$ cat src/hdl/adcs_pkg.sv
// Shared types and constants for the axis deadzone curve shaper.
// No dependencies; every other file in hdl/ uses this package.
`timescale 1ns / 1ps

package adcs_pkg;

   // Axis kind codes carried with each request
   localparam logic [1:0] OP_STICK_X = 2'd0;
   localparam logic [1:0] OP_STICK_Y = 2'd1;
   localparam logic [1:0] OP_TRIGGER = 2'd2;

   // Response curve codes; the unused code behaves as quadratic
   localparam logic [1:0] CURVE_LINEAR = 2'd0;
   localparam logic [1:0] CURVE_QUAD   = 2'd1;
   localparam logic [1:0] CURVE_CUBIC  = 2'd2;

   // Configuration register indexes
   localparam logic [2:0] CSR_STICK_DZ   = 3'd0;
   localparam logic [2:0] CSR_CURVE      = 3'd1;
   localparam logic [2:0] CSR_FLIP_X     = 3'd2;
   localparam logic [2:0] CSR_FLIP_Y     = 3'd3;
   localparam logic [2:0] CSR_TRIGGER_DZ = 3'd4;

   // Q1.16 one
   localparam logic [16:0] Q_ONE = 17'h10000;

   // Divider shape: one leading quotient bit, then two bits per stage
   localparam int DIV_BITS_PER_STAGE = 2;
   localparam int DIV_STAGES         = 8;

   typedef struct packed {
      logic [16:0] stick_dz;
      logic [1:0]  curve;
      logic        flip_x;
      logic        flip_y;
      logic [16:0] trigger_dz;
   } cfg_type;

   // Control that travels alongside the datapath
   typedef struct packed {
      logic       valid;
      logic       neg;
      logic       zero;
      logic [1:0] curve;
   } side_type;

endpackage

$ cat src/hdl/adcs_front.sv
// Normalization and deadzone preparation: two pipeline stages.
// Depends on adcs_pkg; feeds numerator and denominator to adcs_div.
`timescale 1ns / 1ps

module adcs_front (
   input  logic                  clock,
   input  logic                  reset,
   input  logic                  in_valid,
   input  logic [1:0]            in_opcode,
   input  logic [15:0]           in_raw,
   input  adcs_pkg::cfg_type     cfg,
   output adcs_pkg::side_type    out_side,
   output logic [16:0]           out_num,
   output logic [16:0]           out_den
);

   // Trigger scaling thresholds: 2a / 32767 gives 0, 1 or 2
   localparam logic [16:0] TRIG_ONE = 17'd32767;
   localparam logic [16:0] TRIG_TWO = 17'd65534;

   logic        raw_neg;
   logic [15:0] abs_val;
   logic [16:0] twice;
   logic [16:0] trig_mag;

   logic [16:0] mag_in, mag_ff;
   logic [16:0] dz_in, dz_ff;
   logic [1:0]  curve_in, curve_ff;
   logic        neg_in, neg_ff;
   logic        bad_in, bad_ff;
   logic        valid_a_ff;

   adcs_pkg::side_type side_in, side_ff;
   logic [16:0] num_in, num_ff;
   logic [16:0] den_in, den_ff;

   // Stage A: magnitude, sign and per-axis settings
   always_comb begin
      raw_neg  = in_raw[15];
      abs_val  = raw_neg ? (~in_raw + 16'd1) : in_raw;
      twice    = {abs_val, 1'b0};
      // floor(a * 65536 / 32767) = 2a + floor(2a / 32767)
      if (twice >= TRIG_TWO) begin
         trig_mag = twice + 17'd2;
      end else if (twice >= TRIG_ONE) begin
         trig_mag = twice + 17'd1;
      end else begin
         trig_mag = twice;
      end
      if (raw_neg) begin
         trig_mag = '0;
      end

      mag_in   = '0;
      dz_in    = '0;
      curve_in = adcs_pkg::CURVE_LINEAR;
      neg_in   = 1'b0;
      bad_in   = 1'b0;
      case (in_opcode)
         adcs_pkg::OP_STICK_X: begin
            mag_in   = twice;
            dz_in    = cfg.stick_dz;
            curve_in = cfg.curve;
            neg_in   = raw_neg ^ cfg.flip_x;
         end
         adcs_pkg::OP_STICK_Y: begin
            mag_in   = twice;
            dz_in    = cfg.stick_dz;
            curve_in = cfg.curve;
            neg_in   = raw_neg ^ cfg.flip_y;
         end
         adcs_pkg::OP_TRIGGER: begin
            mag_in = trig_mag;
            dz_in  = cfg.trigger_dz;
         end
         default: begin
            bad_in = 1'b1;
         end
      endcase
   end

   always_ff @(posedge clock) begin
      if (reset) begin
         valid_a_ff <= 1'b0;
      end else begin
         valid_a_ff <= in_valid;
      end
      mag_ff   <= mag_in;
      dz_ff    <= dz_in;
      curve_ff <= curve_in;
      neg_ff   <= neg_in;
      bad_ff   <= bad_in;
   end

   // Stage B: deadzone test, offset magnitude and rescale denominator
   always_comb begin
      side_in.valid = valid_a_ff;
      side_in.neg   = neg_ff;
      side_in.curve = curve_ff;
      side_in.zero  = bad_ff | dz_ff[16] | (mag_ff < dz_ff);
      num_in        = mag_ff - dz_ff;
      den_in        = adcs_pkg::Q_ONE - dz_ff;
   end

   always_ff @(posedge clock) begin
      if (reset) begin
         side_ff <= '0;
      end else begin
         side_ff <= side_in;
      end
      num_ff <= num_in;
      den_ff <= den_in;
   end

   assign out_side = side_ff;
   assign out_num  = num_ff;
   assign out_den  = den_ff;

endmodule

$ cat src/hdl/adcs_div.sv
// Pipelined restoring divider for the deadzone rescale: (num << 16) / den.
// Depends on adcs_pkg; num <= den whenever zero is clear, so the quotient fits 17 bits.
`timescale 1ns / 1ps

module adcs_div (
   input  logic                  clock,
   input  logic                  reset,
   input  adcs_pkg::side_type    in_side,
   input  logic [16:0]           in_num,
   input  logic [16:0]           in_den,
   output adcs_pkg::side_type    out_side,
   output logic [16:0]           out_quot
);

   localparam int LAST = adcs_pkg::DIV_STAGES;

   adcs_pkg::side_type side_ff [0:LAST];
   logic [16:0]        rem_ff  [0:LAST];
   logic [16:0]        den_ff  [0:LAST];
   logic [16:0]        quot_ff [0:LAST];

   // One shift-and-subtract step; returns {quotient bit, new remainder}
   function automatic logic [17:0] div_step(input logic [16:0] rem,
                                            input logic [16:0] den);
      logic [17:0] shifted;
      logic [17:0] diff;
      shifted = {rem, 1'b0};
      diff    = shifted - {1'b0, den};
      if (shifted >= {1'b0, den}) begin
         div_step = {1'b1, diff[16:0]};
      end else begin
         div_step = {1'b0, shifted[16:0]};
      end
   endfunction

   // Leading stage: the top quotient bit is set when num >= den (for a live sample, num equals den)
   always_ff @(posedge clock) begin
      if (reset) begin
         side_ff[0] <= '0;
      end else begin
         side_ff[0] <= in_side;
      end
      den_ff[0] <= in_den;
      if (in_num >= in_den) begin
         rem_ff[0]  <= in_num - in_den;
         quot_ff[0] <= adcs_pkg::Q_ONE;
      end else begin
         rem_ff[0]  <= in_num;
         quot_ff[0] <= '0;
      end
   end

   // Remaining stages: two quotient bits each, high bits first
   for (genvar k = 1; k <= LAST; k++) begin : g_stage
      localparam int HI = 16 - (k - 1) * adcs_pkg::DIV_BITS_PER_STAGE - 1;

      logic [17:0] step_a;
      logic [17:0] step_b;
      logic [16:0] quot_in;

      always_comb begin
         step_a  = div_step(rem_ff[k-1], den_ff[k-1]);
         step_b  = div_step(step_a[16:0], den_ff[k-1]);
         quot_in = quot_ff[k-1];
         quot_in[HI]     = step_a[17];
         quot_in[HI - 1] = step_b[17];
      end

      always_ff @(posedge clock) begin
         if (reset) begin
            side_ff[k] <= '0;
         end else begin
            side_ff[k] <= side_ff[k-1];
         end
         den_ff[k]  <= den_ff[k-1];
         rem_ff[k]  <= step_b[16:0];
         quot_ff[k] <= quot_in;
      end
   end

   assign out_side = side_ff[LAST];
   assign out_quot = quot_ff[LAST];

endmodule

$ cat src/hdl/adcs_curve.sv
// Response curve, output scaling by 32767 and sign restore: three stages.
// Depends on adcs_pkg; takes the rescaled magnitude from adcs_div.
`timescale 1ns / 1ps

module adcs_curve (
   input  logic                  clock,
   input  logic                  reset,
   input  adcs_pkg::side_type    in_side,
   input  logic [16:0]           in_s,
   output logic                  out_valid,
   output logic signed [15:0]    out_value
);

   adcs_pkg::side_type side1_ff, side2_ff;
   logic [33:0] sq_in, sq_ff;
   logic [16:0] s1_ff;
   logic [50:0] cube;
   logic [16:0] c_in, c_ff;
   logic [31:0] prod;
   logic [15:0] mag16;
   logic [15:0] value_in;
   logic        valid_ff;
   logic [15:0] value_ff;

   // Stage 1: square
   assign sq_in = 34'(in_s) * 34'(in_s);

   always_ff @(posedge clock) begin
      if (reset) begin
         side1_ff <= '0;
      end else begin
         side1_ff <= in_side;
      end
      sq_ff <= sq_in;
      s1_ff <= in_s;
   end

   // Stage 2: cube and curve select
   always_comb begin
      cube = 51'(sq_ff) * 51'(s1_ff);
      case (side1_ff.curve)
         adcs_pkg::CURVE_LINEAR: c_in = s1_ff;
         adcs_pkg::CURVE_CUBIC:  c_in = cube[48:32];
         default:                c_in = sq_ff[32:16];
      endcase
      if (side1_ff.zero) begin
         c_in = '0;
      end
   end

   always_ff @(posedge clock) begin
      if (reset) begin
         side2_ff <= '0;
      end else begin
         side2_ff <= side1_ff;
      end
      c_ff <= c_in;
   end

   // Stage 3: c * 32767 / 65536 (never above 32767), then the sign
   always_comb begin
      prod     = {c_ff, 15'd0} - {15'd0, c_ff};
      mag16    = prod[31:16];
      value_in = side2_ff.neg ? (~mag16 + 16'd1) : mag16;
   end

   always_ff @(posedge clock) begin
      if (reset) begin
         valid_ff <= 1'b0;
      end else begin
         valid_ff <= side2_ff.valid;
      end
      value_ff <= value_in;
   end

   assign out_valid = valid_ff;
   assign out_value = value_ff;

endmodule

$ cat src/hdl/axis_deadzone_curve_shaper.sv
// Top level of the axis deadzone curve shaper: request capture, control
// registers and the pipeline. Depends on adcs_pkg, adcs_front, adcs_div, adcs_curve.
//
//   Port group   Direction  Handshake              Carries
//   request      in         start / busy           req_opcode, req_raw_value
//   response     out        rsp_valid (strobe)     rsp_shaped_value
//   csr          in         csr_valid / csr_ready  csr_index, csr_wdata
//
// One request is taken every cycle while busy is low; busy is high only during reset and the cycle after it.
// Each response strobes after its request has passed through the input
// register, two normalize stages, nine divider stages and three curve/scale stages.
// Reset is synchronous and clears the valid pipeline and the control registers.
// The response side has no back-pressure, so the pipeline never stalls.
// csr_ready is always high; writes are expected only while the pipeline is empty.
`timescale 1ns / 1ps

module axis_deadzone_curve_shaper (
   input  logic                clock,
   input  logic                reset,
   input  logic                start,
   output logic                busy,
   input  logic [1:0]          req_opcode,
   input  logic signed [15:0]  req_raw_value,
   output logic                rsp_valid,
   output logic signed [15:0]  rsp_shaped_value,
   input  logic                csr_valid,
   output logic                csr_ready,
   input  logic [2:0]          csr_index,
   input  logic [16:0]         csr_wdata
);

   adcs_pkg::cfg_type  cfg_ff;
   logic               busy_in, busy_ff;
   logic               req_valid_in, req_valid_ff;
   logic [1:0]         req_opcode_ff;
   logic [15:0]        req_raw_ff;

   adcs_pkg::side_type front_side;
   logic [16:0]        front_num;
   logic [16:0]        front_den;
   adcs_pkg::side_type div_side;
   logic [16:0]        div_quot;

   assign csr_ready = 1'b1;

   // Control registers
   always_ff @(posedge clock) begin
      if (reset) begin
         cfg_ff.stick_dz   <= '0;
         cfg_ff.curve      <= adcs_pkg::CURVE_QUAD;
         cfg_ff.flip_x     <= 1'b0;
         cfg_ff.flip_y     <= 1'b0;
         cfg_ff.trigger_dz <= '0;
      end else if (csr_valid && csr_ready) begin
         case (csr_index)
            adcs_pkg::CSR_STICK_DZ:   cfg_ff.stick_dz   <= csr_wdata;
            adcs_pkg::CSR_CURVE:      cfg_ff.curve      <= csr_wdata[1:0];
            adcs_pkg::CSR_FLIP_X:     cfg_ff.flip_x     <= csr_wdata[0];
            adcs_pkg::CSR_FLIP_Y:     cfg_ff.flip_y     <= csr_wdata[0];
            adcs_pkg::CSR_TRIGGER_DZ: cfg_ff.trigger_dz <= csr_wdata;
            default: ;
         endcase
      end
   end

   // Request capture; busy only holds off the cycle right after reset
   assign busy_in      = reset;
   assign req_valid_in = start && !busy;

   always_ff @(posedge clock) begin
      busy_ff <= busy_in;
      if (reset) begin
         req_valid_ff <= 1'b0;
      end else begin
         req_valid_ff <= req_valid_in;
      end
      req_opcode_ff <= req_opcode;
      req_raw_ff    <= req_raw_value;
   end

   assign busy = busy_ff;

   adcs_front u_front (
      .clock     (clock),
      .reset     (reset),
      .in_valid  (req_valid_ff),
      .in_opcode (req_opcode_ff),
      .in_raw    (req_raw_ff),
      .cfg       (cfg_ff),
      .out_side  (front_side),
      .out_num   (front_num),
      .out_den   (front_den)
   );

   adcs_div u_div (
      .clock    (clock),
      .reset    (reset),
      .in_side  (front_side),
      .in_num   (front_num),
      .in_den   (front_den),
      .out_side (div_side),
      .out_quot (div_quot)
   );

   adcs_curve u_curve (
      .clock     (clock),
      .reset     (reset),
      .in_side   (div_side),
      .in_s      (div_quot),
      .out_valid (rsp_valid),
      .out_value (rsp_shaped_value)
   );

endmodule
$ cat config.mk
export PLATFORM = sky130hd
export DESIGN_NAME = axis_deadzone_curve_shaper
export DESIGN_NICKNAME = d
export VERILOG_FILES = /design/src/hdl/adcs_pkg.sv /design/src/hdl/adcs_front.sv /design/src/hdl/adcs_div.sv /design/src/hdl/adcs_curve.sv /design/src/hdl/axis_deadzone_curve_shaper.sv
export SDC_FILE = /design/constraint.sdc
export NUM_CORES = 2
export LEC_CHECK = 0
export BUFFER_PORTS_ARGS = -buffer_cell sky130_fd_sc_hd__clkbuf_2
export CORE_MARGIN = 1.5
export CORE_UTILIZATION = 55
export CTS_BUF_LIST = sky130_fd_sc_hd__clkbuf_2 sky130_fd_sc_hd__clkbuf_4 sky130_fd_sc_hd__clkbuf_8
export CTS_CLUSTER_DIAMETER = 150
export DETAILED_ROUTE_END_ITERATION = 6
export MAX_ROUTING_LAYER = met4
export PLACE_DENSITY_LB_ADDON = 0.3
export SYNTH_ARGS = -nofsm -noshare
export SYNTH_HDL_FRONTEND = slang
export SYNTH_SLANG_ARGS = --single-unit
$ cat constraint.sdc
create_clock -name clock -period 14.14 [get_ports clock]
set_clock_uncertainty 0.1 [all_clocks]
set_input_delay 3.535 -clock clock [delete_from_list [all_inputs] [get_ports clock]]
set_output_delay 3.535 -clock clock [all_outputs]
set_load 0.02 [all_outputs]
==> results.md <==
* Fin Setup TNS at 0 ps
* Initial detailed-routing violation count at roughly 2800
* Slew Viols, Final at 0
* Core Util, Final at 59.2%
* Reg-to-Reg End: u_curve.c_ff[15]
* PortBufs at a little under 60
* Post-DP Area at about 60000 um2
* Final Hold Vio Count at 0
* Initial Util at 55.4%
* Post-Route WL at 137 mm
* CTS Buf Count at 105
* Post-synth EDFFs at 0
* Worst Hold Class: reg2reg
* RR Startpoint: u_curve.s1_ff[5]
* DR vias/cell at 5.50
* Clock latency on the worst-skew pair at a little under 800 ps
* Status: complete, no violations
* Met1 Track Usage GR at about a third
* Share of cells above drive strength 1 at between 7 and 8%
* Highest clock rate at between 0.1 and 0.15 GHz
* Worst slew margin at between 20% and 30%
* Antenna Nets Post-Route at 0
* Critical path depth in cells at 23
* Vias in the first global route at approximately 46000
* FF+latch count, synth at 624
* Num Clock Sinks at around 620
* Fillcell total at about 9100
* Post-route cell area at 62200 um2
* Final net count at between 7000 and 8000
* Most used cell, CP: fa_1
* Largest net degree at the start of global routing at 63
* Post-synth top flop: dfxtp_1
* Max cap viols at 0
* Critical-path top delay cell: dfxtp_1
* CTS tree: done
* Crit path buf inv count at 6
* Synth Cell Area at just under 60000 um2
* Crit path from: u_curve.s1_ff[5]
* Global routing met2 resource utilization at 45.4%
* GR Util met3 at under 10%
* GRT busiest layer: met2
* Initial antenna violation count at 2
* Post-synth ARST share at 0%
* Synth top area cells: fa_1 23%, dfxtp_1 21%, ha_1 11%
* WP data arrival at roughly 8500 ps
* Die area at 108000 um2
* CP Max Fanout at 18
* Leading post-synthesis cells by instance count: 1136 x inv_1, 703 x nand2_1, 670 x fa_1
* PnR worst setup slack at ~6300 ps
* Syn avg cell area at between 8 and 9 um2
* Vias after detailed routing at roughly 44000
* Synth top area share at 23.1%
* Drt drc at 0
* Worst setup SP type: flip-flop
* Largest delay share family, worst path: adder cells
* FP Rows at 119
* Die height at 328 um
* Cts repair resizes at 0
* Count leader, synth: inv_1
* GRT Overall Usage at 26.6%
* Clk buf depth at 3
* TritonRoute pass-1 iters at 6
* First-pass GRT wire length at 227 mm
* Placer's final routability congestion estimate at around 0.95
* CTS root buf: clkbuf_8
* Setup WS pre-CTS at 6380 ps
* Die Wd at approximately 330 um
* GRT overflow at 0
* Largest stage delay on the critical path at ~830 ps
* Minimum clock period at about 7900 ps
* Synth-to-Final Area Change at 6.87%
* Seq/Total Area, Yosys at between 20% and 30%
* Critical path cell sequence: buf_4 > nand2_1 > fa_1 > inv_1 > fa_1 > inv_1 > fa_1 > inv_1 > fa_1 > fa_1 > inv_1 > fa_1 > inv_1 > ha_1 > o21a_1 > o211ai_1 > a2111oi_0 > o211a_1 > nor3_1 > o41ai_1 > a21oi_1 > or4_1 > a41oi_1
* Hold-fix buffers at CTS at 0
* Detailed placement HPWL at approximately 110 mm
* Least-Margin Pin Slew at ~1100 ps
* Io pins at 61
* Placeable Area at around 110000 um2
* Yosys cell types at 96
* Routed len/inst at approximately 17 um
* Worst setup EP type: flip-flop
* Clk slew on worst S/H paths at approximately 60 ps
* Synthesis Warnings at 0
* WS Path Type: reg2reg
* Post-CTS Setup Bufs at 0
* Flop2flop setup slack at 6270 ps
* Max H-tree Level at 3
* Leading area contributor after synthesis: fa_1
* Endpoints failing setup at 0
* Fin crit share at roughly 56%
* R2r worst-path depth at 23
* Cells after synthesis at about 6500
* Critical Path Sink: u_curve.c_ff[15]
* RSZ-0062 raised after global routing: no
* WP data required at roughly 15000 ps
[final cells by class]
| class | instances | area [um2] | area share, % |
|---|---|---|---|
| tap | 1391 | 1740 | 2.80 |
| sequential | 624 | 12500 | 20.1 |
| clock inverter | 35 | 508 | 0.817 |
| timing repair buffer | 94 | 561 | 0.901 |
| inverter | 1141 | 4290 | 6.90 |
| multi-input combinational | 4565 | 40600 | 65.3 |
| antenna | 3 | 7.51 | 0.0121 |
| clock buffer | 156 | 1950 | 3.14 |
[stage by stage]
stage	hold WS, ps	cells
5_1_grt	193	8008
3_5_place_dp	212	7815
2_1_floorplan	210	6529
6_report	180	8009
3_3_place_gp	212	7815
4_1_cts	175	8006
[worst min path at each step]
stage,startpoint,end,depth (start not counted)
floorplan,u_div.quot_ff[0][83],u_div.quot_ff[0][100],0
global placement,u_div.quot_ff[0][133],u_div.quot_ff[0][150],0
detailed placement,u_div.quot_ff[0][49],u_div.quot_ff[0][66],0
CTS,u_div.quot_ff[0][46],u_div.quot_ff[0][63],0
global route,u_div.quot_ff[0][46],u_div.quot_ff[0][63],0
finish,u_div.quot_ff[0][46],u_div.quot_ff[0][63],0
[cell usage in the layout, fill, tap and decap left out, types with 23 or more instances in the layout]
master    synthesis  routed
dfxtp_1         624     623
o31ai_1          23      23
nand4_1          53      53
buf_4             2      36
fa_1            670     670
o21bai_1         26      26
nand3b_1         29      29
and3_1           44      44
nand3_1          73      73
a21oi_1         312     311
clkbuf_4          0      31
nor3_1           87      86
clkbuf_2          1      58
xor2_1          100     100
o21ai_0         196     196
nor2_1          292     292
a211oi_1         35      35
a21o_1          119     119
clkbuf_8          0     125
mux2_2          140     140
mux2_4           24      24
and2_1          284     284
ha_1            526     526
inv_1          1136    1136
xnor2_1         214     214
o21a_1           49      49
nand2_1         703     703
mux2i_1          33      33
a31oi_1          32      32
nor2b_1         115     115
nand2b_1         39      39
or3_1            28      28
[routing by layer]
metal  routed length [um]  part of all wire [%]
met1                57500                    42
met2                66600                    48
met3                 9460                   6.9
met4                 3830                   2.8
met5                    0                     0
[cells by family after synthesis]
family                     share of synthesized area (%)
buffers and inverters                               8.78
DFF                                                 21.5
other                                             0.0129
AOI/OAI and AO/OA                                   11.3
muxes                                               3.99
adders and majority gates                           34.4
and+or+nand+nor                                     15.3
xor gates and xnor gates                            4.73
[registers in the layout, indices dropped and copies added, names as in the netlist, 33 cells and up]
signal         count
cfg_ff            38
u_div.quot_ff     81
u_curve.sq_ff     33
u_div.rem_ff     136
u_div.den_ff     136
u_div.side_ff     45
Power is left out: the tool's default activity adds up to more than one toggle a clock period on the data nets, which glitch-free logic cannot reach.
